### src/pcc_pkg.sv
// pcc_pkg: shared types, constants and the arctangent table of the
// polar / rectangular converter. No dependencies.
package pcc_pkg;

    localparam int PCC_ITERATIONS   = 16;
    localparam int PCC_DATA_WIDTH   = 16;
    localparam int PCC_COORD_WIDTH  = 16;
    localparam int PCC_RADIUS_WIDTH = 15;
    localparam int PCC_Z_WIDTH      = 26;
    localparam int PCC_ATAN_ENTRIES = 24;

    localparam int PCC_ANGLE_SHIFT  = 9;
    localparam int PCC_HALF_TURN    = 23040;
    localparam int PCC_FULL_TURN    = 46080;
    localparam int PCC_QUARTER_INT  = 5898240;
    localparam int PCC_OUT_MAX_S    = 32767;
    localparam int PCC_OUT_MAX_U    = 65535;

    localparam logic signed [30:0] PCC_GAIN_Q30 = 31'sd652032874;

    // round(atan(2^-i) * 180/pi * 2^16)
    localparam int PCC_ATAN_TAB [PCC_ATAN_ENTRIES] = '{
        2949120, 1740967, 919879, 466945, 234379, 117304, 58666, 29335,
        14668, 7334, 3667, 1833, 917, 458, 229, 115,
        57, 29, 14, 7, 4, 2, 1, 0
    };

    typedef struct packed {
        logic cmd;
        logic vec_zero;
    } pcc_ctl_t;

endpackage

### src/pcc_prep.sv
// pcc_prep: angle reduction, gain pre-scaling and quadrant setup,
// three pipeline stages in front of the rotation cells. Uses pcc_pkg.
module pcc_prep #(
    parameter int unsigned DATA_WIDTH = pcc_pkg::PCC_DATA_WIDTH,
    parameter int unsigned W          = pcc_pkg::PCC_COORD_WIDTH + DATA_WIDTH + 3
) (
    input  logic                                        clk,
    input  logic                                        rst_n,
    input  logic                                        in_valid,
    output logic                                        in_ready,
    input  logic                                        cmd,
    input  logic signed [pcc_pkg::PCC_COORD_WIDTH-1:0]  x_in,
    input  logic signed [pcc_pkg::PCC_COORD_WIDTH-1:0]  y_in,
    input  logic        [pcc_pkg::PCC_RADIUS_WIDTH-1:0] radius_in,
    input  logic signed [pcc_pkg::PCC_COORD_WIDTH-1:0]  angle_in,
    output logic                                        out_valid,
    input  logic                                        out_ready,
    output pcc_pkg::pcc_ctl_t                           out_ctl,
    output logic signed [W-1:0]                         out_x,
    output logic signed [W-1:0]                         out_y,
    output logic signed [pcc_pkg::PCC_Z_WIDTH-1:0]      out_z
);
    import pcc_pkg::*;

    localparam int ZW  = PCC_Z_WIDTH;
    localparam int CW  = PCC_COORD_WIDTH;
    localparam int PW  = CW + 31;
    localparam int SHL = (DATA_WIDTH >= 30) ? int'(DATA_WIDTH) - 30 : 0;
    localparam int SHR = (DATA_WIDTH < 30) ? 30 - int'(DATA_WIDTH) : 0;
    localparam logic signed [ZW-1:0] QUARTER = ZW'(PCC_QUARTER_INT);

    typedef enum logic [1:0] {
        QUAD_NONE = 2'd0,
        QUAD_POS  = 2'd1,
        QUAD_NEG  = 2'd2
    } quad_t;

    logic v1_reg, v2_reg, v3_reg;
    logic r1, r2, r3;

    assign r3        = !v3_reg || out_ready;
    assign r2        = !v2_reg || r3;
    assign r1        = !v1_reg || r2;
    assign in_ready  = r1;
    assign out_valid = v3_reg;

    // stage 1: angle reduction and quadrant choice
    logic signed [CW:0]   a_wide, a_red;
    logic signed [ZW-1:0] z_full;
    logic signed [ZW-1:0] z1_next, z1_reg;
    quad_t                quad1_next, quad1_reg;
    pcc_ctl_t             ctl1_next, ctl1_reg;
    logic signed [CW-1:0] ma1_next, ma1_reg, mb1_reg;

    always_comb
    begin
        a_wide = (CW + 1)'(angle_in);
        if (a_wide > (CW + 1)'(PCC_HALF_TURN))
        begin
            a_red = a_wide - (CW + 1)'(PCC_FULL_TURN);
        end
        else if (a_wide < -(CW + 1)'(PCC_HALF_TURN))
        begin
            a_red = a_wide + (CW + 1)'(PCC_FULL_TURN);
        end
        else
        begin
            a_red = a_wide;
        end
        z_full = ZW'(a_red) <<< PCC_ANGLE_SHIFT;

        if (!cmd)
        begin
            if (z_full > QUARTER)
            begin
                quad1_next = QUAD_POS;
                z1_next    = z_full - QUARTER;
            end
            else if (z_full < -QUARTER)
            begin
                quad1_next = QUAD_NEG;
                z1_next    = z_full + QUARTER;
            end
            else
            begin
                quad1_next = QUAD_NONE;
                z1_next    = z_full;
            end
        end
        else
        begin
            if (x_in < 0)
            begin
                if (y_in >= 0)
                begin
                    quad1_next = QUAD_POS;
                    z1_next    = QUARTER;
                end
                else
                begin
                    quad1_next = QUAD_NEG;
                    z1_next    = -QUARTER;
                end
            end
            else
            begin
                quad1_next = QUAD_NONE;
                z1_next    = '0;
            end
        end

        ctl1_next.cmd      = cmd;
        ctl1_next.vec_zero = cmd && (x_in == 0) && (y_in == 0);
        ma1_next           = cmd ? x_in : signed'({1'b0, radius_in});
    end

    // stage 2: gain pre-scaling
    logic signed [PW-1:0] prod_a, prod_b;
    logic signed [63:0]   wide_a, wide_b;
    logic signed [W-1:0]  sa_next, sb_next, sa_reg, sb_reg;
    logic signed [ZW-1:0] z2_reg;
    quad_t                quad2_reg;
    pcc_ctl_t             ctl2_reg;

    always_comb
    begin
        prod_a  = PW'(ma1_reg) * PW'(PCC_GAIN_Q30);
        prod_b  = PW'(mb1_reg) * PW'(PCC_GAIN_Q30);
        wide_a  = 64'(prod_a);
        wide_b  = 64'(prod_b);
        sa_next = W'((wide_a <<< SHL) >>> SHR);
        sb_next = W'((wide_b <<< SHL) >>> SHR);
    end

    // stage 3: start vector
    logic signed [W-1:0] x3_next, y3_next;

    always_comb
    begin
        unique case (quad2_reg)
            QUAD_NONE:
            begin
                x3_next = sa_reg;
                y3_next = ctl2_reg.cmd ? sb_reg : '0;
            end
            QUAD_POS:
            begin
                x3_next = ctl2_reg.cmd ? sb_reg : '0;
                y3_next = ctl2_reg.cmd ? -sa_reg : sa_reg;
            end
            QUAD_NEG:
            begin
                x3_next = ctl2_reg.cmd ? -sb_reg : '0;
                y3_next = ctl2_reg.cmd ? sa_reg : -sa_reg;
            end
            default:
            begin
                x3_next = '0;
                y3_next = '0;
            end
        endcase
    end

    always_ff @(posedge clk or negedge rst_n)
    begin
        if (!rst_n)
        begin
            v1_reg <= 1'b0;
            v2_reg <= 1'b0;
            v3_reg <= 1'b0;
        end
        else
        begin
            if (r1)
            begin
                v1_reg <= in_valid;
            end
            if (r2)
            begin
                v2_reg <= v1_reg;
            end
            if (r3)
            begin
                v3_reg <= v2_reg;
            end
        end
    end

    always_ff @(posedge clk)
    begin
        if (in_valid && r1)
        begin
            z1_reg    <= z1_next;
            quad1_reg <= quad1_next;
            ctl1_reg  <= ctl1_next;
            ma1_reg   <= ma1_next;
            mb1_reg   <= y_in;
        end
        if (v1_reg && r2)
        begin
            sa_reg    <= sa_next;
            sb_reg    <= sb_next;
            z2_reg    <= z1_reg;
            quad2_reg <= quad1_reg;
            ctl2_reg  <= ctl1_reg;
        end
        if (v2_reg && r3)
        begin
            out_x   <= x3_next;
            out_y   <= y3_next;
            out_z   <= z2_reg;
            out_ctl <= ctl2_reg;
        end
    end

endmodule

### config.mk
export PLATFORM = sky130hd
export DESIGN_NAME = pcc_prep
export DESIGN_NICKNAME = d
export VERILOG_FILES = /design/src/pcc_pkg.sv /design/src/pcc_prep.sv
export SDC_FILE = /design/constraint.sdc
export NUM_CORES = 1
export LEC_CHECK = 0
export BUFFER_PORTS_ARGS = -buffer_cell sky130_fd_sc_hd__buf_2
export CAP_MARGIN = 20
export CORE_MARGIN = 5
export CORE_UTILIZATION = 45
export DETAILED_ROUTE_END_ITERATION = 16
export GPL_ROUTABILITY_DRIVEN = 0
export HOLD_SLACK_MARGIN = 0.05
export PLACE_DENSITY_LB_ADDON = 0.3
export SLEW_MARGIN = 0
export SYNTH_ARGS = -nofsm -noshare
export SYNTH_HDL_FRONTEND = slang
export SYNTH_SLANG_ARGS = --single-unit
### constraint.sdc
create_clock -name clk -period 16.6 [get_ports clk]
set_input_delay 0.83 -clock clk [delete_from_list [all_inputs] [get_ports clk]]
set_output_delay 0.83 -clock clk [all_outputs]
set_load 0.02 [all_outputs]
# Word-level counts from Yosys, hierarchy flattened
# Cells that the tools add are included.
dict set report totals {
  in_bits 68
  mem_count 0
  output_inout_bits 100
  ff_bits 259
  latchBits 0
  romBits 0
  mem_bits_rw 0
  word_cells 70
}
dict set report op_classes {
  mux 19
  order_cmp 6
  reduce_logical 14
  eq_ne 2
  n_div 0
  bitwise_logic 0
  n_addsub 6
  mul 2
  shift 0
}
# cell count
set ops {}
lappend ops {{$pmux 35 s3} 2}
lappend ops {{$mux 35} 4}
lappend ops {{$mux 26} 5}
lappend ops {{$mul 16x30->46 const B} 2}
lappend ops {{$logic_not 32->1} 2}
lappend ops {{$neg 33->35} 1}
lappend ops {{$neg 35->35} 1}
lappend ops {{$mux 17} 2}
lappend ops {{$add 26x24->26 const B} 1}
lappend ops {{$gt 26x24->1 const B} 1}
lappend ops {{$lt 26x24->1 const B} 1}
lappend ops {{$sub 26x24->26 const B} 1}
lappend ops {{$add 16x17->17 const B} 1}
lappend ops {{$sub 16x17->17 const B} 1}
lappend ops {{$ge 16x1->1 const B} 1}
lappend ops {{$gt 16x16->1 const B} 1}
lappend ops {{$lt 16x1->1 const B} 1}
lappend ops {{$lt 16x16->1 const B} 1}
lappend ops {{$mux 15} 1}
lappend ops {{$mux 2} 5}
lappend ops {{$logic_and 1x1->1} 5}
lappend ops {{$logic_not 1->1} 3}
lappend ops {{$logic_or 1x1->1} 3}
lappend ops {{$eq 2x1->1 const B} 1}
lappend ops {{other kinds (2)} 2}

# Logic depth before layout (Yosys ltp)
dict set report logic_depth {
  depth_word 7
  ltp_mapped 23
  depth_no_buf 22
}

# Worst setup path after synthesis
# No wires, ideal clock.
dict set report synth_timing {
  path_kind {register to register}
  startpoint {reg ma1_reg[2]}
  endpoint {reg, netlist name sa_reg[32]}
  t_arrival_ns 5.837
  setup_slack_ns 10.497
  required_time_ns 16.334
  setup_time_ns 0.266
  period_less_slack_ns 6.103
  stages_incl_launch_ff 19
  n_path_buf 0
  cell_sequence {edfxtp_1 > fa_1 > fa_1 > fa_1 > fa_1 > inv_1 > fa_1 > fa_1 > inv_1 > ha_1 > a21o_1 > a21o_1 > a221oi_1 > o211a_1 > o21ai_1 > a221oi_2 > o21ai_0 > o41ai_1 > xnor2_1}
}
dict set report synth_between {
  elab_chain_len 1
}
# element line
set synth_lines {}
lappend synth_lines {{start, declared} pcc_prep.sv:53} ;# logic signed [CW-1:0] ma1_next, ma1_reg, mb1_reg;
lappend synth_lines {{start signal, assigned} pcc_prep.sv:196} ;# ma1_reg <= ma1_next;
lappend synth_lines {{$mul 16x30->46} pcc_prep.sv:127} ;# prod_a = PW'(ma1_reg) * PW'(PCC_GAIN_Q30);
lappend synth_lines {{named net prod_a[46]} pcc_prep.sv:118} ;# logic signed [PW-1:0] prod_a, prod_b;
# The timed path passes the listed nets, and every way through them passes these cells.
# A chain may end at the register's enable or synchronous reset.

# Final worst setup path
dict set report layout_timing {
  startpoint {reg ma1_reg[5]}
  endpoint {reg, netlist name sa_reg[32]}
}
dict set report layout_between {
  elab_chain_len 1
}
# element line
set layout_lines {}
lappend layout_lines {{$mul 16x30->46} pcc_prep.sv:127}
lappend layout_lines {{named net prod_a[46]} pcc_prep.sv:118}
# The timed path passes the listed nets, and every way through them passes these cells.

==> impl_metrics.py <==
metrics = {
    "yosys": {
        "synth_top_area_cell": "fa_1",
        "yosys_warnings": 0,
        "synth_area_leaders": "fa_1, edfxtp_1, ha_1",
        "synth_cell_types": 78,
        "synth-async-reset-ratio": 0.0129,
        "synth_top_area_share": 0.258,
        "synthCells": 2630,
        "synth_flop_cell": "edfxtp_1",
        "ys_ff_latch": 232,
        "syn-cell-area_sq_um": 27300,
        "synth-edff-count": 229,
        "avgSynthCellArea_sq_um": 10.4,
        "synthMostInstantiatedCell": "inv_1",
        "seq_area_frac_synth": 0.255,
        "synthTopCellsByCount": "inv_1, fa_1, ha_1, edfxtp_1, nand2_1",
    },
    "worst_setup_path": {
        "worstSetupStartpointType": "flip-flop",
        "arrival_ps": 7190,
        "path_common_cell": "fa_1",
        "slowest_delay_ps": 580,
        "path_buf_inv": 4,
        "worstPathCellList": "inv_1, ha_1, inv_1, fa_1, fa_1, fa_1, inv_1, fa_1, fa_1, inv_1, ha_1, a21o_1, a21o_1, a221oi_1, o211a_1, o21ai_1, a221oi_2, o21ai_0, o41ai_1, xnor2_1",
        "cp-end-kind": "flip-flop",
        "cp_slowest_cell": "edfxtp_1",
        "worstPathRequired_ps": 16910,
        "cp_top_family": "adder cells",
        "worstSetupPathType": "flip-flop to flip-flop",
        "critPathMaxFanout": 7,
    },
    "die": {
        "start_util": 0.453,
        "fp.dieH_microns": 256,
        "rows": 90,
        "ios": 168,
        "dieArea_sq_um": 65700,
        "fp.dieW_microns": 256,
        "core_sq_um": 60200,
    },
    "detailed_routing": {
        "drtIter0Drc": 1548,
        "detail_route.first_pass.iterations": 5,
        "viasPerCell": 5.48,
        "wl_per_cell_microns": 20.4,
        "via_count": 19400,
        "drc_errors": 0,
        "antenna_left": 0,
        "finalWirelength_microns": 72400,
    },
    "cts": {
        "ctsResizeCount": 0,
        "cts.sinks": 232,
        "clockBufferDepth": 3,
        "cts_tree": "yes",
        "cts_buffers": 25,
        "clockRootBuffer": "clkbuf_16",
        "path_clk_slew_ps": 60,
        "clk_latency_ps": 560,
        "cts-htree-levels": 1,
    },
    "global_routing": {
        "track_usage": 0.217,
        "antenna_found_initial": 1,
        "grt_pass1_vias": 20300,
        "grt_pass1_wl_microns": 114000,
        "grt-ovfl-total": 0,
        "grt_max_degree": 104,
    },
    "layout": {
        "multi_input_area_sq_um": 17800,
        "regArea_sq_um": 6950,
        "stdcell_area_sq_um": 29700,
        "instances_no_fill": 3542,
        "n_antenna_cell": 0,
        "final_nets": 3497,
        "area_growth_pct": 8.72,
        "fill_cells": 5379,
        "final_core_util": 0.492,
        "drive_gt1_frac": 0.108,
        "reg_top3": "out_x: 35 flops, out_y: 35 flops",
    },
    "timing": {
        "hold_viol": 0,
        "fmax_ghz": 0.145,
        "period_share": 0.415,
        "worstMarginPinSlew_ps": 1010,
        "skew_ps": 21.2,
        "maxSlewViolCount": 0,
        "setup_tns_ps": 0,
        "slew_headroom": 0.323,
        "final-setup-viol-count": 0,
        "layout_min_cycle_time_ps": 6890,
        "rsz0062_at_grt": "false",
    },
    "min_path": {
        "hp-class": "flip-flop to flip-flop",
    },
    "placed_design": {
        "dpl.hpwl_microns": 60400,
        "portBuffers": 158,
        "place_area_sq_um": 28800,
        "placed_cells": 3496,
    },
    "flow_run": {
        "max-cap-violations": 0,
    },
    "status": {
        "status": "finished, final reports clean",
    },
}
==> cell usage in the layout (no fill, tap or decap), types with 37 or more instances in the layout <==
| master | instances |
|---|---|
| nor2_1 | 94 |
| nor3_1 | 37 |
| a21o_1 | 40 |
| o21ai_0 | 91 |
| ha_1 | 335 |
| nand2_1 | 153 |
| mux2_2 | 46 |
| buf_2 | 158 |
| inv_1 | 592 |
| edfxtp_1 | 229 |
| xnor2_1 | 42 |
| fa_1 | 352 |
| a21oi_1 | 91 |
==> final timing paths <==
check,start,to,slack (ps),cells past startpoint
max reg2reg,ma1_reg[5],sa_reg[32],9710,20
max,ma1_reg[5],sa_reg[32],9710,20
min reg2reg,z2_reg[24],out_z[24],420,0
min,z2_reg[24],out_z[24],420,0
max in group asynchronous,rst_n,out_valid,15870,2
min in group asynchronous,rst_n,v1_reg,620,2
==> what timing repair did <==
action / 4_1_cts / 5_1_grt
setup buffers: 0 / 0
hold endpoints to repair: 3 / 0
hold buffers: 1 / 0
==> per-stage QoR <==
| stage | hold WS (ps) | setup slack [ps] |
|---|---|---|
| final | 419 | 9710 |
| after global placement | 401 | 9890 |
| after CTS | 420 | 9710 |
| after detailed placement | 405 | 9730 |
| after global routing | 431 | 9440 |
| after floorplan | 400 | 10500 |
==> per-layer routing <==
metal / GRT usage / wire (microns) / vias up
li1: - / - / 8989
met1: 0.276 / 29600 / 9640
met2: 0.382 / 35800 / 604
met3: 0.0243 / 3630 / 162
met4: 0.0858 / 3430 / 0
met5: 0 / 0 / -
==> final cells by class <==
cell class / count / share of cell area
clock buffer: 26 / 0.0212
clock inverter: 19 / 0.00738
inverter: 592 / 0.0749
sequential: 232 / 0.234
multi-input combinational: 1719 / 0.599
tap: 782 / 0.0330
timing repair buffer: 172 / 0.0303
==> logic make-up after synthesis <==
family                   synth area share
flip-flops                          0.255
buffers and inverters              0.0961
XOR/XNOR                           0.0218
multiplexers                       0.0204
AND/OR/NAND/NOR                    0.0857
AO/OA/AOI/OAI                       0.109
adder cells (fa/ha/maj)             0.412
other                            0.000137
Power is not shown: default switching activity piles up to over one toggle a cycle in this logic, so the estimate is an artifact.
