### src/pcc_pkg.sv
// pcc_pkg: shared types, constants and the arctangent table of the
// polar / rectangular converter. No dependencies.
package pcc_pkg;

    localparam int PCC_ITERATIONS   = 16;
    localparam int PCC_DATA_WIDTH   = 16;
    localparam int PCC_COORD_WIDTH  = 16;
    localparam int PCC_RADIUS_WIDTH = 15;
    localparam int PCC_Z_WIDTH      = 26;
    localparam int PCC_ATAN_ENTRIES = 24;

    localparam int PCC_ANGLE_SHIFT  = 9;
    localparam int PCC_HALF_TURN    = 23040;
    localparam int PCC_FULL_TURN    = 46080;
    localparam int PCC_QUARTER_INT  = 5898240;
    localparam int PCC_OUT_MAX_S    = 32767;
    localparam int PCC_OUT_MAX_U    = 65535;

    localparam logic signed [30:0] PCC_GAIN_Q30 = 31'sd652032874;

    // round(atan(2^-i) * 180/pi * 2^16)
    localparam int PCC_ATAN_TAB [PCC_ATAN_ENTRIES] = '{
        2949120, 1740967, 919879, 466945, 234379, 117304, 58666, 29335,
        14668, 7334, 3667, 1833, 917, 458, 229, 115,
        57, 29, 14, 7, 4, 2, 1, 0
    };

    typedef struct packed {
        logic cmd;
        logic vec_zero;
    } pcc_ctl_t;

endpackage

### src/pcc_post.sv
// pcc_post: rounding to Q8.8 and 1/128 degree, saturation and the output
// register of the converter. Uses pcc_pkg.
module pcc_post #(
    parameter int unsigned DATA_WIDTH = pcc_pkg::PCC_DATA_WIDTH,
    parameter int unsigned W          = pcc_pkg::PCC_COORD_WIDTH + DATA_WIDTH + 3
) (
    input  logic                                       clk,
    input  logic                                       rst_n,
    input  logic                                       in_valid,
    output logic                                       in_ready,
    input  pcc_pkg::pcc_ctl_t                          in_ctl,
    input  logic signed [W-1:0]                        in_x,
    input  logic signed [W-1:0]                        in_y,
    input  logic signed [pcc_pkg::PCC_Z_WIDTH-1:0]     in_z,
    output logic                                       out_valid,
    input  logic                                       out_ready,
    output logic signed [pcc_pkg::PCC_COORD_WIDTH-1:0] x_out,
    output logic signed [pcc_pkg::PCC_COORD_WIDTH-1:0] y_out,
    output logic        [pcc_pkg::PCC_COORD_WIDTH-1:0] radius_out,
    output logic signed [pcc_pkg::PCC_COORD_WIDTH-1:0] angle_out
);
    import pcc_pkg::*;

    localparam int ZW = PCC_Z_WIDTH;
    localparam int CW = PCC_COORD_WIDTH;
    localparam logic signed [W-1:0]  ROUND  = W'(64'sd1 <<< (DATA_WIDTH - 1));
    localparam logic signed [W-1:0]  SMAX   = W'(PCC_OUT_MAX_S);
    localparam logic signed [W-1:0]  UMAX   = W'(PCC_OUT_MAX_U);
    localparam logic signed [ZW-1:0] ZROUND = ZW'(1 <<< (PCC_ANGLE_SHIFT - 1));
    localparam logic signed [ZW-1:0] AMAX   = ZW'(PCC_HALF_TURN);

    logic                 valid_reg;
    logic signed [W-1:0]  xq, yq, xs, ys, rs;
    logic signed [ZW-1:0] zq, zs;
    logic signed [CW-1:0] x_next, y_next, a_next;
    logic        [CW-1:0] r_next;

    assign in_ready  = !valid_reg || out_ready;
    assign out_valid = valid_reg;

    always_comb
    begin
        xq = (in_x + ROUND) >>> DATA_WIDTH;
        yq = (in_y + ROUND) >>> DATA_WIDTH;
        zq = (in_z + ZROUND) >>> PCC_ANGLE_SHIFT;

        xs = (xq > SMAX) ? SMAX : ((xq < -SMAX) ? -SMAX : xq);
        ys = (yq > SMAX) ? SMAX : ((yq < -SMAX) ? -SMAX : yq);
        rs = (xq > UMAX) ? UMAX : ((xq < 0) ? '0 : xq);
        zs = (zq > AMAX) ? AMAX : ((zq < -AMAX) ? -AMAX : zq);

        if (!in_ctl.cmd)
        begin
            x_next = xs[CW-1:0];
            y_next = ys[CW-1:0];
            r_next = '0;
            a_next = '0;
        end
        else if (in_ctl.vec_zero)
        begin
            x_next = '0;
            y_next = '0;
            r_next = '0;
            a_next = '0;
        end
        else
        begin
            x_next = '0;
            y_next = '0;
            r_next = rs[CW-1:0];
            a_next = zs[CW-1:0];
        end
    end

    always_ff @(posedge clk or negedge rst_n)
    begin
        if (!rst_n)
        begin
            valid_reg <= 1'b0;
        end
        else if (in_ready)
        begin
            valid_reg <= in_valid;
        end
    end

    always_ff @(posedge clk)
    begin
        if (in_valid && in_ready)
        begin
            x_out      <= x_next;
            y_out      <= y_next;
            radius_out <= r_next;
            angle_out  <= a_next;
        end
    end

endmodule

### config.mk
export PLATFORM = sky130hd
export DESIGN_NAME = pcc_post
export DESIGN_NICKNAME = d
export VERILOG_FILES = /design/src/pcc_pkg.sv /design/src/pcc_post.sv
export SDC_FILE = /design/constraint.sdc
export NUM_CORES = 1
export LEC_CHECK = 0
export BUFFER_PORTS_ARGS = -buffer_cell sky130_fd_sc_hd__buf_4
export CAP_MARGIN = 40
export CORE_MARGIN = 2
export CORE_UTILIZATION = 54
export DETAILED_ROUTE_END_ITERATION = 12
export PLACE_DENSITY = 0.87
export SKIP_CTS_REPAIR_TIMING = 1
export SLEW_MARGIN = 20
export SYNTH_ARGS = -nofsm -noshare
export SYNTH_HDL_FRONTEND = slang
export SYNTH_SLANG_ARGS = --single-unit
### constraint.sdc
create_clock -name clk -period 6.32 [get_ports clk]
set_input_delay 0.632 -clock clk [delete_from_list [all_inputs] [get_ports clk]]
set_output_delay 0.632 -clock clk [all_outputs]
set_load 0.02 [all_outputs]
# == After elaboration in Yosys (flattened, before gate mapping) ==
# Index checks and enable logic that the tools add are counted.
# totals
reg_bits,65
word_cells,37
out_inout_bits,66
# classes
bitwise_logic,1
n_lt_le_gt_ge,8
muxes,8
add_sub_neg,3
reduce_logical,8
# op_table
operator,count
two-way mux 16 bit,5
"adder 35 x 17 -> 35 bit, second input constant",2
two-way mux 15 bit,3
"> comparator 19 x 16 -> 1 bit, second input constant",2
"< comparator 19 x 16 -> 1 bit, second input constant",2
"adder 26 x 10 -> 26 bit, second input constant",1
"> comparator 19 x 17 -> 1 bit, second input constant",1
"< comparator 19 x 1 -> 1 bit, second input constant",1
"> comparator 17 x 16 -> 1 bit, second input constant",1
"< comparator 17 x 16 -> 1 bit, second input constant",1
OR reduction 2 bit,3
OR reduction 4 bit,1
OR reduction 3 bit,1
logical AND 1 bit,1
zero test 1 bit,1
logical OR 1 bit,1
inverter 1 bit,1

# == Depth between registers and ports, before layout ==
# Gate-level depths: netlist (run 1).
# logic_depth
depth_word,4
mapped_depth,10
ltp_nobuf,8

# == Least setup slack after synthesis (run 1) ==
# Ideal clock, no wire load.
# synth_path
kind,input port to flip-flop
startpoint,input in_y[23]
endpoint,"register y_out[10] (netlist name), data pin"
path_stages,8
t_arrival_ns,2.639
setup_ns,0.272
n_path_buf,1
setup_slack_ns,3.409
cell_sequence,buf_2 nand3_4 nor4_1 xnor2_1 or4b_1 o41a_2 nor2_2 a211oi_1
# synth_via
elab_chain_len,4
elab_cells_between_ends,5
cone_classes,add/sub: 1; order compare: 2; mux: 2
# synth_rtl
item,line_no,source
start: declaration,pcc_post.sv:13,"input logic signed [W-1:0] in_y,"
adder 35 x 17 -> 35 bit (*),pcc_post.sv:44,yq = (in_y + ROUND) >>> DATA_WIDTH;
< comparator 19 x 16 -> 1 bit,pcc_post.sv:48,ys = (yq > SMAX) ? SMAX : ((yq < -SMAX) ? -SMAX : yq);
two-way mux 16 bit,pcc_post.sv:48,
two-way mux 15 bit (*),pcc_post.sv:48,
end signal: assignment,pcc_post.sv:92,y_out <= y_next;
end: declaration,pcc_post.sv:18,"output logic signed [pcc_pkg::PCC_COORD_WIDTH-1:0] y_out,"
# Every way passes the cells marked *; elsewhere a longest branch is shown, timed or not.
# A chain may end at the register's enable or synchronous reset.

# == Worst setup path in the final report (run 1) ==
# layout_path
startpoint,input in_z[8] (netlist name)
endpoint,"register angle_out[10] (netlist name), data pin"
# layout_via
elab_chain_len,3
elab_cells_between_ends,5
cone_classes,add/sub: 1; order compare: 2; mux: 1; reduce/logical: 1
# layout_rtl
item,line_no,source
start: declaration,pcc_post.sv:14,"input logic signed [pcc_pkg::PCC_Z_WIDTH-1:0] in_z,"
adder 26 x 10 -> 26 bit (*),pcc_post.sv:45,zq = (in_z + ZROUND) >>> PCC_ANGLE_SHIFT;
> comparator 17 x 16 -> 1 bit / < comparator 17 x 16 -> 1 bit (equally long branches),pcc_post.sv:50,zs = (zq > AMAX) ? AMAX : ((zq < -AMAX) ? -AMAX : zq);
OR reduction 3 bit (no line) / two-way mux 16 bit (equally long branches),-,
end signal: assignment,pcc_post.sv:94,angle_out <= a_next;
end: declaration,pcc_post.sv:20,output logic signed [pcc_pkg::PCC_COORD_WIDTH-1:0] angle_out
# Marks and branches as above.

==> results.tsv, run 1 <==
stage	metric	value	unit
clock_network	cts_root_buffer	clkbuf_8	
yosys	synth_seq_area_share	0.444	
worst_setup_path	critical_path.startpoint_type	input pin	
timing	fin_crit	2900	ps
grt	initial_antenna_violation_count	0	
die	ios	168	
route	post_detailed_route_via_to_cell_ratio	5.89	
finish	commonest_non_fill_non_tap_cells_in_the_layout	buf_4, edfxtp_1, a21oi_1	
yosys	synth_area_per_cell	10.0	um^2
finish	fill_cells	603	
power_and_ir_drop	power_density	190	nW/um^2
grt	grt_util_all_layers	0.251	
worst_setup_path	worst-path-stages	9	
worst_setup_path	regToRegStartpoint	out_valid	
grt	grt_first_pass_wirelength	17400	um
place	globalplace.congestion	0.887	
yosys	cells_after_synth	438	
run_status	run_status	complete, no violations	
route	postRouteAntennaNets	0	
power_and_ir_drop	report.power.total	0.00106	W
route	detail_route.first_pass.iterations	4	
timing	tightest_slew	813	ps
finish	area_of_the_multi_input_gates	2320	um^2
die	initial_core_util	0.562	
die	floorplan.core_area	7810	um^2
grt	grt_start_max_net_pins	65	
timing	finalCritPeriodShare	0.458	
route	initialDrtViolationCount	259	
finish	instances_no_fill	664	
grt	grt_remaining_overflow	0	
timing	timing.setup.tns	0	ps
worst_setup_path	crit_path_max_delay_family	compound AO/OA/AOI/OAI gates	
yosys	dominantRegCellSynth	edfxtp_1	
clock_network	cts.sink_count	65	
worst_setup_path	setup.worst_path.end_class	flip-flop	
yosys	synth_area	4390	um^2
run	cap_violations	0	
worst_setup_path	r2r.worst_path.cells	3	
timing	setup_slack	3420	ps
yosys	yosys.cell_types.count	70	
worst_setup_path	regToRegEndpoint	x_out[8]	
yosys	yosys_warnings	0	
place	pre_cts_ws	3080	ps
die	row_count	32	
worst_setup_path	required	6410	ps
worst_setup_path	crit_type	input pin to flip-flop	
finish	design.final.nets	662	
timing	setup-violations-final	0	
timing	timing.hold.ws	47.0	ps
clock_network	tritoncts	done	
route	drcViolationCount	0	
worst_setup_path	worst-r2r-setup-slack	4640	ps
timing	grt_setup_unrepaired	false	
clock_network	tritoncts.num_buffers	9	
yosys	synth_async_sr_flop_share	0.0154	
worst_setup_path	critPathBufInv	1	
timing	final_hold_viol_count	0	
clock_network	ctsLongestPathBuffers	2	
yosys	syn-num-nets	543	
clock_network	clock_latency	340	ps
die	die-height	94.2	um
clock_network	htreeDepth	3	
yosys	synth.ff_latch_count	65	
timing	fmax	345	MHz
place	hpwl_dp	8070	um
timing	final-max-slew-violation-count	0	
timing	worst_slew_margin_rel	0.455	
grt	first_global_vias	3665	
finish	seq_area	1950	um^2
worst_setup_path	critical_path_arrival	2990	ps
worst_setup_path	timing.critical_path.slowest_cell_delay	700	ps
yosys	synth-edff-count	64	
power_and_ir_drop	vdd.ir_drop.worst	0.111	mV
route	post_dr_wirelength_cell	16.3	um
route	routed_wirelength	10800	um
timing	fin_worst_skew	9.75	ps
hold_path	type_of_the_tightest_min_delay_check	input pin to async pin	
die	die_outline_area	8870	um^2
clock_network	clk_pin_slew_worst_paths	80	ps
worst_setup_path	critPathMaxFanout	11	
place	dp_cells	648	
worst_setup_path	critical_path_top_delay_cell	o31ai_2	
worst_setup_path	critPathMostFrequentCell	o21ba_1	
finish	n_antenna_cell	0	
finish	leading_cell_type_in_the_layout_fill_and_taps_excluded	buf_4	
worst_setup_path	crit_chain	buf_4 -> ha_1 -> and2_1 -> and4_1 -> nor3_1 -> a31oi_1 -> o21ba_1 -> o31ai_2 -> o21ba_1	
place	port_buffers	129	
finish	syn2layout_area_growth	26.7	%
die	die_w	94.2	um
finish	post_route_cells_drive_above_1_share	0.294	
power_and_ir_drop	cellLeakagePower	2.10	nW
route	vias	3912	
-- stage by stage --
stage	cell area, um^2	utilization
finish	5560	0.712
global route	5560	0.712
CTS	5560	0.712
detailed placement	5400	0.691
global placement	5400	0.691
floorplan	4390	-
-- logic make-up (layout without fill, tap and decap cells) --
family | after synthesis | after routing | share of synthesized area
AO/OA/AOI/OAI | 109 | 109 | 0.164
XOR/XNOR | 52 | 52 | 0.104
adder cells (fa/ha/maj) | 4 | 4 | 0.0108
buffers and inverters | 27 | 151 | 0.0282
flip-flops | 65 | 65 | 0.444
multiplexers | 3 | 3 | 0.00713
AND/OR/NAND/NOR | 178 | 178 | 0.242
-- state kept, by name, summed over array words and instances, names as in the netlist --
| signal | cells |
|---|---|
| angle_out | 16 |
| radius_out | 16 |
| x_out | 16 |
| y_out | 16 |
| out_valid | 1 |
-- synthesized netlist by cell type, drive strengths merged (5+ instances only) --
cell / instances / area (um^2)
a211oi: 5 / 42.5
a21oi: 40 / 200
and2: 6 / 37.5
and3: 16 / 100
and4: 7 / 61.3
buf: 14 / 75.1
clkbuf: 10 / 37.5
edfxtp: 64 / 1920
nand2: 28 / 105
nand2b: 5 / 31.3
nand3: 25 / 143
nand4: 12 / 96.3
nor2: 25 / 96.4
nor3: 24 / 125
nor3b: 7 / 52.6
nor4: 7 / 86.3
o21ai: 24 / 120
or3: 5 / 31.3
xnor2: 35 / 307
xor2: 17 / 149
-- metal layers --
layer / part of all wire / GRT usage / up-vias
met5: 0 / 0 / -
li1: - / - / 1930
met2: 0.49 / 0.414 / 168
met1: 0.42 / 0.328 / 1798
met4: 0.022 / 0.0918 / 0
met3: 0.071 / 0.0498 / 16
-- area by class of cell --
type / instances / area share
clock buffer: 10 / 0.0230
timing repair buffer: 132 / 0.178
clock inverter: 6 / 0.00630
sequential: 65 / 0.350
inverter: 3 / 0.00203
multi-input combinational: 346 / 0.417
tap: 102 / 0.0230
-- report_power, final --
part           switching [W]  leakage [nW]  internal [W]  total (W)
logic               0.000142          1.37     0.0000990   0.000241
clock network       0.000161        0.0835      0.000139   0.000301
registers         0.00000809         0.643      0.000506   0.000514
-- worst max path at each step --
stage          startpoint             to  slack [ps]
5_1_grt           in_z[9]   angle_out[0]        3210
4_1_cts           in_z[9]   angle_out[8]        3450
3_3_place_gp      in_z[8]   angle_out[8]        3120
2_1_floorplan    in_y[23]      y_out[10]        3410
3_5_place_dp      in_z[8]   angle_out[8]        3080
6_report          in_z[8]  angle_out[10]        3420
(Power assumes the default switching activity.)
==> run 2, diff against run 1 <==
--- a/config.mk
+++ b/config.mk
@@ -8,9 +8,9 @@
 export BUFFER_PORTS_ARGS = -buffer_cell sky130_fd_sc_hd__buf_4
 export CAP_MARGIN = 40
 export CORE_MARGIN = 2
-export CORE_UTILIZATION = 54
+export CORE_UTILIZATION = 45
 export DETAILED_ROUTE_END_ITERATION = 12
-export PLACE_DENSITY = 0.87
+export PLACE_DENSITY = 0.77
 export SKIP_CTS_REPAIR_TIMING = 1
 export SLEW_MARGIN = 20
 export SYNTH_ARGS = -nofsm -noshare
==> constraint.sdc (replaced) <==
create_clock -name clk -period 2.6 [get_ports clk]
set_input_delay 0.26 -clock clk [delete_from_list [all_inputs] [get_ports clk]]
set_output_delay 0.26 -clock clk [all_outputs]
set_load 0.02 [all_outputs]
==> run 2 against run 1 <==
Compared with the run above:
- critical path depth is 1 higher
- final cell count is 9.2% higher
- non-clock buffer count is 30 higher
- first-iteration DRC count is 6.2% lower
- highest routed layer unchanged
==> results.tsv, run 2 (synthesis gave the netlist of run 1 again) <==
stage	metric	value	unit
run_status	run_status	complete, no violations	
grt	grt_use_met1	0.291	
power_and_ir_drop	net-switching-power	0.000826	W
worst_setup_path	critical_path_arrival	2530	ps
finish	syn2layout_area_growth	34.2	%
grt	met3_track_utilization_from_global_routing	0.0529	
hold_path	type_of_the_tightest_min_delay_check	input pin to flip-flop	
grt	grt_first_pass_wirelength	18700	um
clock_network	cts_root_buffer	clkbuf_8	
worst_setup_path	crit_type	input pin to flip-flop	
die	floorplan.core_area	9640	um^2
place	hpwl_dp	8910	um
finish	post_route_cells_drive_above_1_share	0.331	
route	initialDrtViolationCount	243	
finish	commonest_non_fill_non_tap_cells_in_the_layout	buf_4, edfxtp_1, a21oi_1	
timing	fmax	423	MHz
power_and_ir_drop	cellLeakagePower	2.26	nW
die	row_count	36	
grt	grt_util_met2	0.379	
clock_network	ctsLongestPathBuffers	2	
power_and_ir_drop	power_switching_share	0.297	
worst_setup_path	regToRegEndpoint	angle_out[2]	
power_and_ir_drop	power_density	472	nW/um^2
grt	grt_remaining_overflow	0	
worst_setup_path	setup.worst_path.end_class	flip-flop	
worst_setup_path	critical_path.startpoint_type	input pin	
clock_network	tritoncts	done	
clock_network	tritoncts.num_buffers	9	
worst_setup_path	setup.worst_path.end	angle_out[1]	
grt	gr-max-usage-layer	met2	
power_and_ir_drop	seq_power_share	0.449	
grt	grt_start_max_net_pins	65	
worst_setup_path	critPathMaxFanout	11	
die	ios	168	
timing	finalCritPeriodShare	0.909	
route	drcViolationCount	0	
clock_network	cts.sink_count	65	
place	globalplace.congestion	0.940	
worst_setup_path	required	2760	ps
timing	fin_crit	2360	ps
timing	setup-violations-final	0	
route	post_dr_wirelength_cell	16.1	um
worst_setup_path	critical_path_top_delay_cell	nor4_1	
power_and_ir_drop	share_comb_of_total_power	0.224	
route	vias	4079	
finish	design.final.nets	692	
clock_network	htreeDepth	3	
run	cap_violations	0	
route	postRouteAntennaNets	0	
die	initial_core_util	0.455	
power_and_ir_drop	clkPwrFrac	0.327	
finish	n_antenna_cell	0	
grt	grt_util_all_layers	0.222	
finish	leading_cell_type_in_the_layout_fill_and_taps_excluded	buf_4	
power_and_ir_drop	vdd.ir_drop.worst	0.347	mV
die	die_outline_area	10600	um^2
timing	grt_setup_unrepaired	false	
timing	final_hold_viol_count	0	
worst_setup_path	worst-r2r-setup-slack	1250	ps
power_and_ir_drop	p_int	0.00195	W
die	die_w	103	um
timing	fin_worst_skew	8.87	ps
finish	finalCoreUtilization	0.611	
finish	fill_cells	839	
worst_setup_path	r2r.worst_path.cells	3	
die	die-height	103	um
worst_setup_path	crit_chain	buf_4 -> ha_1 -> and2_1 -> buf_4 -> a21oi_1 -> o41ai_1 -> nand4_1 -> nor4_1 -> o31ai_4 -> nor3_1	
clock_network	clock_latency	340	ps
worst_setup_path	crit_start	in_z[8]	
timing	tightest_slew	578	ps
timing	final-max-slew-violation-count	0	
timing	worst_slew_margin_rel	0.611	
route	detail_route.first_pass.iterations	4	
place	port_buffers	129	
grt	initial_antenna_violation_count	0	
worst_setup_path	critPathMostFrequentCell	buf_4	
worst_setup_path	regToRegStartpoint	out_valid	
route	post_detailed_route_via_to_cell_ratio	5.63	
grt	first_global_vias	3932	
timing	timing.hold.ws	114	ps
route	routed_wirelength	11700	um
clock_network	clk_pin_slew_worst_paths	80	ps
worst_setup_path	timing.critical_path.slowest_cell_delay	560	ps
-- run 2: layer usage --
layer | share of wire | routed length [um]
met5 | 0 | 0
met4 | 0.0068 | 80
met3 | 0.071 | 833
met2 | 0.50 | 5840
met1 | 0.42 | 4950
-- run 2: power groups by stage --
stage               clock network, W  logic (W)  registers, W
floorplan                          0   0.000243       0.00135
global placement                   0   0.000604       0.00127
detailed placement                 0   0.000620       0.00127
CTS                         0.000925   0.000622       0.00125
global route                0.000963   0.000677       0.00125
finish                      0.000907   0.000624       0.00125
-- run 2: per-stage QoR --
step | instance area [um^2] | TNS (ps) | cells | total power (W) | worst slack, ps
final | 5890 | 0 | 725 | 0.00278 | 235
after floorplan | 4390 | 0 | 438 | 0.00159 | 61.2
after detailed placement | 5670 | -624 | 708 | 0.00189 | -122
after CTS | 5870 | 0 | 724 | 0.00280 | 232
after global routing | 5890 | 0 | 725 | 0.00289 | 40.5
after global placement | 5670 | -15.9 | 708 | 0.00187 | -15.9
-- run 2: worst min path at each step --
stage,endpoint,cells after the start,from
2_1_floorplan,out_valid,0,rst_n
6_report,out_valid,2,in_valid
5_1_grt,out_valid,2,in_valid
3_5_place_dp,out_valid,1,rst_n
4_1_cts,out_valid,1,rst_n
3_3_place_gp,out_valid,1,rst_n
-- run 2: final cells by class --
class                      instances  area (um^2)  share of cell area
clock buffer                       9          124              0.0210
clock inverter                     7         82.6              0.0140
tap                              133          166              0.0282
multi-input combinational        346         2330               0.395
timing repair buffer             162         1230               0.209
inverter                           3         11.3             0.00191
sequential                        65         1950               0.331
-- run 2: critical path, delay by kind of cell --
family,cells,cell delay [ps]
AOI/OAI and AO/OA,3,620
adders and majority gates,1,230
buffers and inverters,2,260
and+or+nand+nor,4,1160
