**config.mk**
```make
export PLATFORM = sky130hd
export DESIGN_NAME = pcc_cell
export DESIGN_NICKNAME = d
export VERILOG_FILES = /design/src/pcc_pkg.sv /design/src/pcc_cell.sv
export SDC_FILE = /design/constraint.sdc
export NUM_CORES = 1
export LEC_CHECK = 0
export BUFFER_PORTS_ARGS = -buffer_cell sky130_fd_sc_hd__buf_4
export CAP_MARGIN = 20
export CORE_ASPECT_RATIO = 1.1
export CORE_MARGIN = 2
export CORE_UTILIZATION = 45
export DETAILED_ROUTE_END_ITERATION = 16
export GPL_ROUTABILITY_DRIVEN = 0
export PLACE_DENSITY = 0.73
export SYNTH_ARGS = -nofsm -noshare
export SYNTH_HDL_FRONTEND = slang
export SYNTH_SLANG_ARGS = --single-unit
```
**constraint.sdc**
```tcl
create_clock -name clk -period 4 [get_ports clk]
set_input_delay 0.8 -clock clk [delete_from_list [all_inputs] [get_ports clk]]
set_output_delay 0.8 -clock clk [all_outputs]
set_load 0.1 [all_outputs]
```
**src/pcc_pkg.sv**
```systemverilog
// pcc_pkg: shared types, constants and the arctangent table of the
// polar / rectangular converter. No dependencies.
package pcc_pkg;

    localparam int PCC_ITERATIONS   = 16;
    localparam int PCC_DATA_WIDTH   = 16;
    localparam int PCC_COORD_WIDTH  = 16;
    localparam int PCC_RADIUS_WIDTH = 15;
    localparam int PCC_Z_WIDTH      = 26;
    localparam int PCC_ATAN_ENTRIES = 24;

    localparam int PCC_ANGLE_SHIFT  = 9;
    localparam int PCC_HALF_TURN    = 23040;
    localparam int PCC_FULL_TURN    = 46080;
    localparam int PCC_QUARTER_INT  = 5898240;
    localparam int PCC_OUT_MAX_S    = 32767;
    localparam int PCC_OUT_MAX_U    = 65535;

    localparam logic signed [30:0] PCC_GAIN_Q30 = 31'sd652032874;

    // round(atan(2^-i) * 180/pi * 2^16)
    localparam int PCC_ATAN_TAB [PCC_ATAN_ENTRIES] = '{
        2949120, 1740967, 919879, 466945, 234379, 117304, 58666, 29335,
        14668, 7334, 3667, 1833, 917, 458, 229, 115,
        57, 29, 14, 7, 4, 2, 1, 0
    };

    typedef struct packed {
        logic cmd;
        logic vec_zero;
    } pcc_ctl_t;

endpackage

```
**src/pcc_cell.sv**
```systemverilog
// pcc_cell: one micro-rotation stage of the cordic chain, rotation or
// vectoring chosen per request. Uses pcc_pkg.
module pcc_cell #(
    parameter int unsigned W     = pcc_pkg::PCC_COORD_WIDTH + pcc_pkg::PCC_DATA_WIDTH + 3,
    parameter int unsigned STAGE = 0
) (
    input  logic                                   clk,
    input  logic                                   rst_n,
    input  logic                                   in_valid,
    output logic                                   in_ready,
    input  pcc_pkg::pcc_ctl_t                      in_ctl,
    input  logic signed [W-1:0]                    in_x,
    input  logic signed [W-1:0]                    in_y,
    input  logic signed [pcc_pkg::PCC_Z_WIDTH-1:0] in_z,
    output logic                                   out_valid,
    input  logic                                   out_ready,
    output pcc_pkg::pcc_ctl_t                      out_ctl,
    output logic signed [W-1:0]                    out_x,
    output logic signed [W-1:0]                    out_y,
    output logic signed [pcc_pkg::PCC_Z_WIDTH-1:0] out_z
);
    import pcc_pkg::*;

    localparam int ZW = PCC_Z_WIDTH;
    localparam logic signed [ZW-1:0] ATAN_STEP = ZW'(PCC_ATAN_TAB[STAGE]);

    logic                 valid_reg;
    logic                 up;
    logic signed [W-1:0]  dx, dy, x_next, y_next;
    logic signed [ZW-1:0] z_next;

    assign in_ready  = !valid_reg || out_ready;
    assign out_valid = valid_reg;

    always_comb
    begin
        up = in_ctl.cmd ? (in_y < 0) : (in_z >= 0);
        dx = in_y >>> STAGE;
        dy = in_x >>> STAGE;
        if (up)
        begin
            x_next = in_x - dx;
            y_next = in_y + dy;
            z_next = in_z - ATAN_STEP;
        end
        else
        begin
            x_next = in_x + dx;
            y_next = in_y - dy;
            z_next = in_z + ATAN_STEP;
        end
    end

    always_ff @(posedge clk or negedge rst_n)
    begin
        if (!rst_n)
        begin
            valid_reg <= 1'b0;
        end
        else if (in_ready)
        begin
            valid_reg <= in_valid;
        end
    end

    always_ff @(posedge clk)
    begin
        if (in_valid && in_ready)
        begin
            out_ctl <= in_ctl;
            out_x   <= x_next;
            out_y   <= y_next;
            out_z   <= z_next;
        end
    end

endmodule

```
Word level (Yosys, flattened, before mapping)
Index checks and enable logic that the tools add are counted.
{"block": "classes", "reduce_logical": 3, "add_sub_neg": 5, "n_lt_le_gt_ge": 2, "n_mux": 4}
{"operator": "$mux W35", "count": 2}
{"operator": "$sub A35 B35 Y35", "count": 2}
{"operator": "$add A35 B35 Y35", "count": 1}
{"operator": "$lt A35 B1 Y1 const B", "count": 1}
{"operator": "$add A26 B23 Y26 const B", "count": 1}
{"operator": "$ge A26 B1 Y1 const B", "count": 1}
{"operator": "$mux W26", "count": 1}
{"operator": "$sub A26 B23 Y26 const B", "count": 1}
{"operator": "$logic_and A1 B1 Y1", "count": 1}
{"operator": "$logic_not A1 Y1", "count": 1}
{"operator": "$logic_or A1 B1 Y1", "count": 1}
{"operator": "$mux W1", "count": 1}
{"block": "word_totals", "regBits": 99, "in_bits": 102}

Longest topological paths before layout
Gate-level depths: netlist of the first run.
{"block": "depth", "word_depth": 3, "ltp_mapped": 14}

Worst setup path before layout of the first run
Ideal clock, no wire load.
{"block": "synth_path", "kind": "register to register", "from": "reg valid_reg, in the netlist out_valid", "to": "reg out_ctl[0] in the netlist's numbering (enable)", "path_stages_with_launch": 3, "t_required_ns": 3.534, "arrival_ns": 4.024, "setup_slack_ns": -0.490, "setup_time_ns": 0.466, "path_cell_list": "dfrtp_1 > nand2b_1 > and2_1"}
{"block": "synth_via", "elab_chain_cells": 3}
{"item": "from (decl)", "line": "pcc_cell.sv:27", "rtl": "logic valid_reg;"}
{"item": "from (signal assigned)", "line": "pcc_cell.sv:62", "rtl": "valid_reg <= in_valid;"}
{"item": "$logic_not A1 Y1", "line": "pcc_cell.sv:32", "rtl": "assign in_ready = !valid_reg || out_ready;"}
{"item": "$logic_or A1 B1 Y1", "line": "pcc_cell.sv:32"}
{"item": "net in_ready", "line": "pcc_cell.sv:10", "rtl": "output logic in_ready,"}
{"item": "$logic_and A1 B1 Y1", "line": "pcc_cell.sv:68", "rtl": "if (in_valid && in_ready)"}
{"item": "to (signal assigned)", "line": "pcc_cell.sv:70", "rtl": "out_ctl <= in_ctl;"}
{"item": "to (decl)", "line": "pcc_cell.sv:17", "rtl": "output pcc_pkg::pcc_ctl_t out_ctl,"}
The timed path passes the listed nets, and every way through them passes these cells.
A chain may end at the register's enable or synchronous reset.

Worst setup path after layout of the first run
{"block": "layout_path", "from": "in in_x[3]", "to": "reg out_y[32], data pin"}
{"block": "layout_via", "elab_chain_cells": 2, "word_cells_on_any_way": 3}
{"item": "from (decl)", "line": "pcc_cell.sv:12", "rtl": "input logic signed [W-1:0] in_x,"}
{"item": "$sub A35 B35 Y35 or $add A35 B35 Y35 (tied branches)", "line": "pcc_cell.sv:49, pcc_cell.sv:43"}
{"item": "$mux W35 *", "line": "pcc_cell.sv:40", "rtl": "if (up)"}
{"item": "net y_next[32]", "line": "pcc_cell.sv:29", "rtl": "logic signed [W-1:0] dx, dy, x_next, y_next;"}
{"item": "to (signal assigned)", "line": "pcc_cell.sv:72", "rtl": "out_y <= y_next;"}
{"item": "to (decl)", "line": "pcc_cell.sv:19", "rtl": "output logic signed [W-1:0] out_y,"}
Mark *: on every way through the listed nets, which the timed path passes. The rest lies on a longest branch.

==> impl_metrics.py, run 1 <==
metrics = {
    "pwr": {
        "finalPower_w": 0.004562,
        "p_leak_nw": 5.069,
        "peakVddDrop_mv": 0.2033,
        "power_density_mw_per_mm2": 390.2,
    },
    "detailed_routing": {
        "drt-vias-per-instance": 5.907,
        "first_iter_violations": 995,
        "routed_wl_um": 28920,
        "post_drt_wl_per_cell_um": 18.17,
        "first_pass_iters": 6,
        "vias": 9404,
        "postRouteAntennaNets": 0,
        "drc": 0,
    },
    "placed_design": {
        "numPortBuffers": 201,
        "hpwl_um": 22770,
    },
    "flow_run": {
        "drv_cap": 0,
    },
    "synth": {
        "synth-adder-area-share_pct": 14.99,
        "syn_inst": 1113,
        "synth_xor_area_share_pct": 7.226,
        "synth.net_count": 1325,
        "yosysWarnings": 0,
        "synthArstFlopShare_pct": 1.020,
        "synthSimpleGateAreaFrac_pct": 14.08,
        "synth_cell_types": 64,
        "synth_flop_cell": "edfxtp_1",
        "syn_area_per_cell_um2": 8.385,
        "synth_top_family_by_area": "compound AO/OA/AOI/OAI gates",
        "synthMuxAreaShare_pct": 1.300,
        "ys_ff_latch": 98,
        "synth_compound_area_share_pct": 24.63,
        "yosysSeqAreaShare_pct": 31.48,
        "netlist_area_mm2": 0.009333,
        "synth_edf_count": 97,
    },
    "global_routing": {
        "grt_pass1_vias": 8947,
        "grt_pass1_wl_um": 45480,
        "grt_overflow": 0,
        "grt_max_degree": 54,
        "track_usage_pct": 25.93,
        "antenna_found_initial": 0,
    },
    "cts": {
        "cts_max_path_buffers": 2,
        "post_cts_buffers": 0,
        "clockRootBuffer": "clkbuf_16",
        "hold_buffers": 0,
        "cts_buffers": 9,
        "clk_pin_slew_ns": 0.07,
        "cts_tree": "done",
        "cts_resized": 0,
        "h-tree-depth": 3,
        "cts_sinks": 98,
        "insertion_delay_ns": 0.36,
    },
    "final_layout": {
        "syn2layout_area_growth_pct": 25.29,
        "num-fill-cells": 1883,
        "multi_input_area_mm2": 0.005821,
        "drive_gt1_share_pct": 21.41,
        "final_cell_mix": "251 x buf_4, 150 x a21oi_1, 107 x ha_1, 105 x nor2_1, 102 x inv_1",
        "final_common_cell": "buf_4",
        "seq_area_mm2": 0.002938,
        "nets": 1543,
        "diodes": 0,
    },
    "setup_path": {
        "ff2ff_path_depth": 3,
        "crit_start": "in_x[3]",
        "required_ns": 4.20,
        "rrSetupSlack_ns": 2.20,
        "cp_max_fo": 10,
        "reg2reg_from": "out_valid$_DFFE_PN0N_",
        "r2r_end": "out_y[11]$_DFFE_PP_",
        "critical_path.startpoint_type": "input port",
        "crit_path_end_kind": "register",
        "cp.arrival_ns": 3.73,
        "criticalPathCategory": "input port to register",
    },
    "sta": {
        "rsz0062_at_grt": "false",
        "min_period_ns": 3.536,
        "max-slew-margin-rel_pct": 50.69,
        "fin_setup_tns_ns": 0,
        "fmax_ghz": 0.2828,
        "finalCritPeriodShare_pct": 88.39,
        "finalSetupViolCount": 0,
        "hold_violations": 0,
        "tightest_slew_ns": 0.7397,
        "fin_skew_ns": 0.009335,
        "slew_viol_final": 0,
    },
    "floorplanning": {
        "rows": 55,
        "fp.dieW_um": 141.3,
        "initial_utilization_pct": 45.66,
        "core_mm2": 0.02044,
        "die-area_mm2": 0.02191,
        "die_h_um": 155.0,
        "io-pin-count": 202,
    },
    "min_path": {
        "hold_class": "input port to asynchronous set/reset pin",
    },
    "status": {
        "status": "finished clean",
    },
}
## metrics by stage
stage	setup slack [ns]	hold slack, ns	instances	cell area (um^2)	utilization (%)
final	0.4643	0.2024	1592	11690	57.21
after global routing	0.2515	0.1885	1592	11690	57.21
after CTS	0.5554	0.1957	1592	11690	57.21
after detailed placement	0.1773	0.5409	1576	11390	55.72
after global placement	0.1696	0.5252	1576	11390	55.72
after floorplan	0.5356	0.5044	1113	9334	-
## synthesized netlist by cell type, drive strengths merged, types with 7 or more instances
master | number | share of area (%)
a21oi | 152 | 8.2
ha | 107 | 14
nor2 | 105 | 4.2
inv | 103 | 4.1
o21ai | 99 | 5.4
edfxtp | 97 | 31
xnor2 | 67 | 6.3
nand2 | 66 | 2.7
clkbuf | 34 | 1.4
nor3 | 27 | 1.4
o21bai | 19 | 1.5
nand4 | 15 | 1.0
a211oi | 13 | 1.0
nand2b | 13 | 0.87
nand3 | 13 | 0.70
buf | 11 | 0.59
mux2i | 11 | 1.2
o211ai | 11 | 0.88
a31oi | 10 | 0.67
nor2b | 10 | 0.67
o21a | 10 | 0.80
o31ai | 10 | 0.80
xor2 | 10 | 0.94
a21o | 9 | 0.72
or4 | 7 | 0.60
## cell families (layout without fill, tap and decap cells)
logic type / count (synthesis) / in the layout
buffers and inverters: 153 / 376
xor gates and xnor gates: 77 / 77
adders and majority gates: 110 / 110
AOI/OAI and AO/OA: 382 / 382
DFF: 98 / 98
and+or+nand+nor: 281 / 281
muxes: 12 / 12
## flip-flops by register name, summed over array words and instances (netlist names)
name and count:
out_ctl 2, out_x 35, out_z 26, out_valid 1, out_y 34
## report_power, final
| part | leakage, nW | switching (W) | total, W | internal, W |
|---|---|---|---|---|
| registers | 0.934 | 0.0000354 | 0.00134 | 0.00130 |
| logic | 4.00 | 0.00163 | 0.00229 | 0.000659 |
| clock network | 0.139 | 0.000442 | 0.000938 | 0.000496 |
| total | 5.07 | 0.00210 | 0.00456 | 0.00246 |
## worst max-delay path, stage by stage
cell and delay [ns]:
buf_4 0.09, inv_1 0.04, ha_1 0.43, o21ai_0 0.21, a21oi_1 0.07, o21ai_0 0.39, o21ai_0 0.18, buf_4 0.19
a221oi_1 0.65, nor2_1 0.12, o21ai_0 0.25, a31oi_1 0.13, a41oi_1 0.17
## final cells by class
type / instances / share of cell area, %
Clock inverter: 6 / 0.6421
Multi-Input combinational cell: 862 / 49.78
Tap cell: 256 / 2.739
Clock buffer: 10 / 1.958
Timing Repair Buffer: 252 / 16.29
Sequential cell: 98 / 25.13
Inverter: 108 / 3.467
## routing by layer
metal  wire, um  up-vias  track usage [%]
li1           -     4422                -
met1      12010     4352            34.25
met2      13430      542            42.09
met3       2342       88            4.124
met4       1134        0            11.43
met5          0        -                0
## how the worst max path moves through the flow
stage,slack [ns],cells past startpoint,to
3_5_place_dp,0.18,12,out_y[34]$_DFFE_PP_
2_1_floorplan,0.54,2,out_ctl[0]$_DFFE_PP_
6_report,0.46,13,out_y[32]$_DFFE_PP_
3_3_place_gp,0.17,14,out_y[27]$_DFFE_PP_
5_1_grt,0.25,14,out_y[32]$_DFFE_PP_
4_1_cts,0.56,12,out_y[34]$_DFFE_PP_
(Power assumes the default switching activity.)
==> run 2: changes to the inputs <==
--- a/config.mk
+++ b/config.mk
@@ -10,6 +10,7 @@
 export CORE_ASPECT_RATIO = 1.1
 export CORE_MARGIN = 2
 export CORE_UTILIZATION = 45
+export CTS_BUF_LIST = sky130_fd_sc_hd__clkbuf_8
 export DETAILED_ROUTE_END_ITERATION = 16
 export GPL_ROUTABILITY_DRIVEN = 0
 export PLACE_DENSITY = 0.73
==> impl_metrics.py, run 2 (same netlist as run 1, synthesis figures left out) <==
metrics = {
    "setup_path": {
        "criticalPathCategory": "input port to register",
        "cp_max_fo": 6,
        "critical_path.startpoint_type": "input port",
        "crit_start": "in_y[0]",
        "crit_path_end_kind": "register",
        "required_ns": 4.25,
        "ff2ff_path_depth": 3,
        "reg2reg_from": "out_valid$_DFFE_PN0N_",
        "cp.arrival_ns": 3.78,
    },
    "final_layout": {
        "post-route-util_pct": 56.71,
        "reg.largest.list": "out_x (35), out_y (34), out_z (26)",
        "largest_register_ffs": 35,
        "final_common_cell": "buf_4",
        "seq_area_mm2": 0.002938,
        "max_flop_register": "out_x",
        "final_cell_mix": "251 x buf_4, 150 x a21oi_1, 107 x ha_1, 105 x nor2_1, 103 x inv_1",
        "diodes": 0,
        "nets": 1543,
        "num-fill-cells": 1894,
        "syn2layout_area_growth_pct": 24.20,
        "drive_gt1_share_pct": 21.41,
        "multi_input_area_mm2": 0.005821,
    },
    "cts": {
        "post_cts_buffers": 0,
        "insertion_delay_ns": 0.41,
        "h-tree-depth": 3,
        "cts_resized": 0,
        "cts_max_path_buffers": 2,
        "cts_tree": "done",
        "clk_pin_slew_ns": 0.11,
        "hold_buffers": 0,
        "cts_buffers": 9,
        "clockRootBuffer": "clkbuf_8",
        "cts_sinks": 98,
    },
    "sta": {
        "slew_viol_final": 0,
        "finalCritPeriodShare_pct": 88.34,
        "rsz0062_at_grt": "false",
        "max-slew-margin-rel_pct": 49.84,
        "tightest_slew_ns": 0.7524,
        "fmax_ghz": 0.2830,
        "fin_setup_tns_ns": 0,
        "hold_violations": 0,
        "hold_slack_ns": 0.1466,
        "finalSetupViolCount": 0,
        "min_period_ns": 3.534,
        "fin_skew_ns": 0.01271,
        "worst_slack_ns": 0.4664,
    },
    "global_routing": {
        "grtUsageMet3_pct": 3.263,
        "grt.busiest_layer": "met2",
        "track_usage_pct": 26.00,
        "grt_pass1_wl_um": 45510,
        "met2_usage_pct": 42.26,
        "grt_overflow": 0,
        "grt_max_degree": 54,
        "globalRouteMet1Util_pct": 34.05,
        "grt_pass1_vias": 8956,
        "antenna_found_initial": 0,
    },
    "floorplanning": {
        "die-area_mm2": 0.02191,
        "rows": 55,
        "io-pin-count": 202,
        "fp.dieW_um": 141.3,
        "initial_utilization_pct": 45.66,
        "core_mm2": 0.02044,
        "die_h_um": 155.0,
    },
    "detailed_routing": {
        "first_pass_iters": 6,
        "vias": 9394,
        "routed_wl_um": 28890,
        "drt-vias-per-instance": 5.901,
        "post_drt_wl_per_cell_um": 18.15,
        "postRouteAntennaNets": 0,
        "drc": 0,
        "first_iter_violations": 868,
    },
    "flow_run": {
        "drv_cap": 0,
    },
    "placed_design": {
        "hpwl_um": 22770,
        "numPortBuffers": 201,
        "place_worst_setup_slack_ns": 0.1773,
    },
    "min_path": {
        "hold_class": "input port to asynchronous set/reset pin",
    },
    "pwr": {
        "p_leak_nw": 5.027,
        "peakVddDrop_mv": 0.1862,
        "power_density_mw_per_mm2": 374.5,
    },
    "status": {
        "status": "finished clean",
    },
}
run 2: stage by stage:
| step | area, um^2 | power (W) | instances |
|---|---|---|---|
| after floorplan | 9334 | 0.003005 | 1113 |
| after global placement | 11390 | 0.003591 | 1576 |
| after detailed placement | 11390 | 0.003607 | 1576 |
| after CTS | 11590 | 0.004331 | 1592 |
| after global routing | 11590 | 0.004520 | 1592 |
| final | 11590 | 0.004341 | 1592 |
run 2: path summary, 6_finish.rpt:
kind | to | slack, ns
setup / recovery | out_y[32]$_DFFE_PP_ | 0.47
hold / removal | out_valid$_DFFE_PN0N_ | 0.15
setup reg to reg | out_x[15]$_DFFE_PP_ | 2.20
hold reg to reg | out_valid$_DFFE_PN0N_ | 0.56
max in group asynchronous | out_valid$_DFFE_PN0N_ | 3.77
min in group clk | out_valid$_DFFE_PN0N_ | 0.56
run 2: where the power goes:
group	switching [W]	leakage (nW)	internal, W
registers	0.0000348	0.934	0.00130
logic	0.00162	4.00	0.000659
clock network	0.000424	0.0967	0.000296
total	0.00208	5.03	0.00226
run 2: metal layers:
layer	vias to the layer above	part of all wire, %
met3	106	7.7
met2	548	46
li1	4421	-
met5	-	0
met4	0	4.8
met1	4319	41
run 2: critical path: stages:
cell      delay, ns
buf_4          0.12
inv_1          0.05
ha_1           0.23
fa_1           0.23
nand2b_1       0.14
a21oi_1        0.09
o21ai_0        0.42
o21ai_0        0.17
buf_4          0.19
a221oi_1       0.66
nor2_1         0.11
o21ai_0        0.27
a31oi_1        0.13
a41oi_1        0.17
run 2: final cells by class:
class                           count  share of cell area (%)
Clock inverter                      7                  0.6801
Clock buffer                        9                   1.069
Multi-Input combinational cell    862                   50.22
Sequential cell                    98                   25.35
Tap cell                          256                   2.763
Inverter                          108                   3.497
Timing Repair Buffer              252                   16.43
==> run 3: changes to the inputs <==
==> constraint.sdc (replaced) <==
create_clock -name clk -period 3.91 [get_ports clk]
set_input_delay 0.782 -clock clk [delete_from_list [all_inputs] [get_ports clk]]
set_output_delay 0.782 -clock clk [all_outputs]
set_load 0.1 [all_outputs]
==> impl_metrics.py, run 3 (same netlist as run 1, synthesis figures left out) <==
metrics = {
    "global_routing": {
        "grt_pass1_vias": 9037,
        "antenna_found_initial": 0,
        "track_usage_pct": 25.95,
        "grt_overflow": 0,
        "grt_max_degree": 53,
        "grt_pass1_wl_um": 45820,
    },
    "cts": {
        "cts_buffers": 9,
        "h-tree-depth": 3,
        "clockRootBuffer": "clkbuf_8",
        "clk_pin_slew_ns": 0.11,
        "post_cts_buffers": 0,
        "cts_max_path_buffers": 2,
        "insertion_delay_ns": 0.39,
        "hold_buffers": 0,
        "cts_resized": 0,
        "cts_sinks": 98,
        "cts_tree": "done",
    },
    "setup_path": {
        "slowest_stage": "a221oi_1",
        "criticalPathCategory": "input port to register",
        "cp.arrival_ns": 3.76,
        "worst_path_most_repeated_cell": "o21ai_0",
        "path_cells": "buf_4 > inv_1 > ha_1 > fa_1 > nand2b_1 > a21oi_1 > o21ai_0 > o21ai_0 > buf_4 > a221oi_1 > nor2_1 > o21ai_0 > a31oi_1 > a41oi_1",
        "required_ns": 4.15,
        "cpPeakStageDelay_ns": 0.65,
        "critical_path.startpoint_type": "input port",
        "cp_max_fo": 6,
        "critical-path-top-delay-family": "compound AO/OA/AOI/OAI gates",
        "crit_path_end_kind": "register",
        "crit_buf_inv": 3,
    },
    "sta": {
        "hold_violations": 0,
        "slew_viol_final": 0,
        "tightest_slew_ns": 0.7348,
        "rsz0062_at_grt": "false",
        "fmax_ghz": 0.2842,
        "max-slew-margin-rel_pct": 51.02,
        "fin_skew_ns": 0.01318,
        "min_period_ns": 3.519,
        "finalSetupViolCount": 0,
        "finalCritPeriodShare_pct": 89.99,
        "fin_setup_tns_ns": 0,
    },
    "flow_run": {
        "drv_cap": 0,
    },
    "final_layout": {
        "final_common_cell": "buf_4",
        "post-route-util_pct": 56.81,
        "instances_no_fill": 1595,
        "drive_gt1_share_pct": 21.58,
        "max_flop_register": "out_x",
        "largest_register_ffs": 35,
        "seq_area_mm2": 0.002938,
        "reg.largest.list": "out_x (35), out_y (34), out_z (26)",
        "diodes": 0,
        "multi_input_area_mm2": 0.005821,
        "syn2layout_area_growth_pct": 24.41,
        "fin_area_mm2": 0.01161,
        "num-fill-cells": 1873,
        "final_cell_mix": "254 x buf_4, 150 x a21oi_1, 107 x ha_1, 105 x nor2_1, 103 x inv_1",
        "nets": 1546,
    },
    "pwr": {
        "power_frac_seq_pct": 30.7,
        "peakVddDrop_mv": 0.2170,
        "power_density_mw_per_mm2": 383.2,
        "p_leak_nw": 5.041,
        "finalPower_w": 0.004450,
        "p_sw_share_pct": 48.08,
        "power_frac_comb_pct": 52.7,
        "p_sw_w": 0.002140,
        "clockPowerShare_pct": 16.6,
        "p_int_w": 0.002310,
    },
    "detailed_routing": {
        "vias": 9422,
        "first_pass_iters": 8,
        "post_drt_wl_per_cell_um": 18.29,
        "postRouteAntennaNets": 0,
        "first_iter_violations": 1124,
        "drt-vias-per-instance": 5.907,
        "routed_wl_um": 29180,
        "drc": 0,
    },
    "placed_design": {
        "placed_area_mm2": 0.01141,
        "hpwl_um": 23080,
        "place_inst": 1579,
        "numPortBuffers": 201,
    },
    "floorplanning": {
        "die-area_mm2": 0.02191,
        "io-pin-count": 202,
        "initial_utilization_pct": 45.66,
        "rows": 55,
        "core_mm2": 0.02044,
        "fp.dieW_um": 141.3,
        "die_h_um": 155.0,
    },
    "status": {
        "status": "finished clean",
    },
    "min_path": {
        "hold_class": "input port to asynchronous set/reset pin",
    },
}
run 3: changes by cell type in the layout (fill, tap and decap cells not counted), sizes merged:
cell,delta
buf,+3
run 3: path summary, 6_finish.rpt:
kind / from / end / slack [ns] / depth (start not counted)
setup / recovery: in_y[0] / out_y[32]$_DFFE_PP_ / 0.39 / 14
hold / removal: rst_n / out_valid$_DFFE_PN0N_ / 0.13 / 1
setup reg to reg: out_valid$_DFFE_PN0N_ / out_x[11]$_DFFE_PP_ / 2.10 / 3
hold reg to reg: out_valid$_DFFE_PN0N_ / out_valid$_DFFE_PN0N_ / 0.58 / 2
max in group asynchronous: rst_n / out_valid$_DFFE_PN0N_ / 3.70 / 1
min in group clk: in_z[13] / out_z[13]$_DFFE_PP_ / 0.55 / 1
run 3: power groups by stage:
stage	clock network (W)	logic [W]	registers, W
after floorplan	0	0.000876	0.00220
after global placement	0	0.00229	0.00139
after detailed placement	0	0.00231	0.00139
after CTS	0.000739	0.00232	0.00137
after global routing	0.000776	0.00247	0.00138
final	0.000737	0.00235	0.00137
run 3: per-stage QoR:
step	hold WS (ns)	worst slack, ns
finish	0.1339	0.3914
global route	0.1141	0.2388
CTS	0.1224	0.5492
detailed placement	0.5518	0.1337
global placement	0.5235	0.1857
floorplan	0.4864	0.4456
run 3: cell type report:
type / count / area share [%]
multi-input cells: 862 / 50.13
repair buffers: 255 / 16.59
clock inverters: 7 / 0.6573
well taps: 256 / 2.759
clock buffers: 9 / 1.067
flip-flops and latches: 98 / 25.30
inverters: 108 / 3.491
run 3: layer usage:
metal	global-route usage [%]	vias up	routed length (um)
met5	0	-	0
met4	11.14	0	1239
met3	3.232	101	2526
met2	44.48	587	13760
met1	32.98	4305	11650
li1	-	4429	-
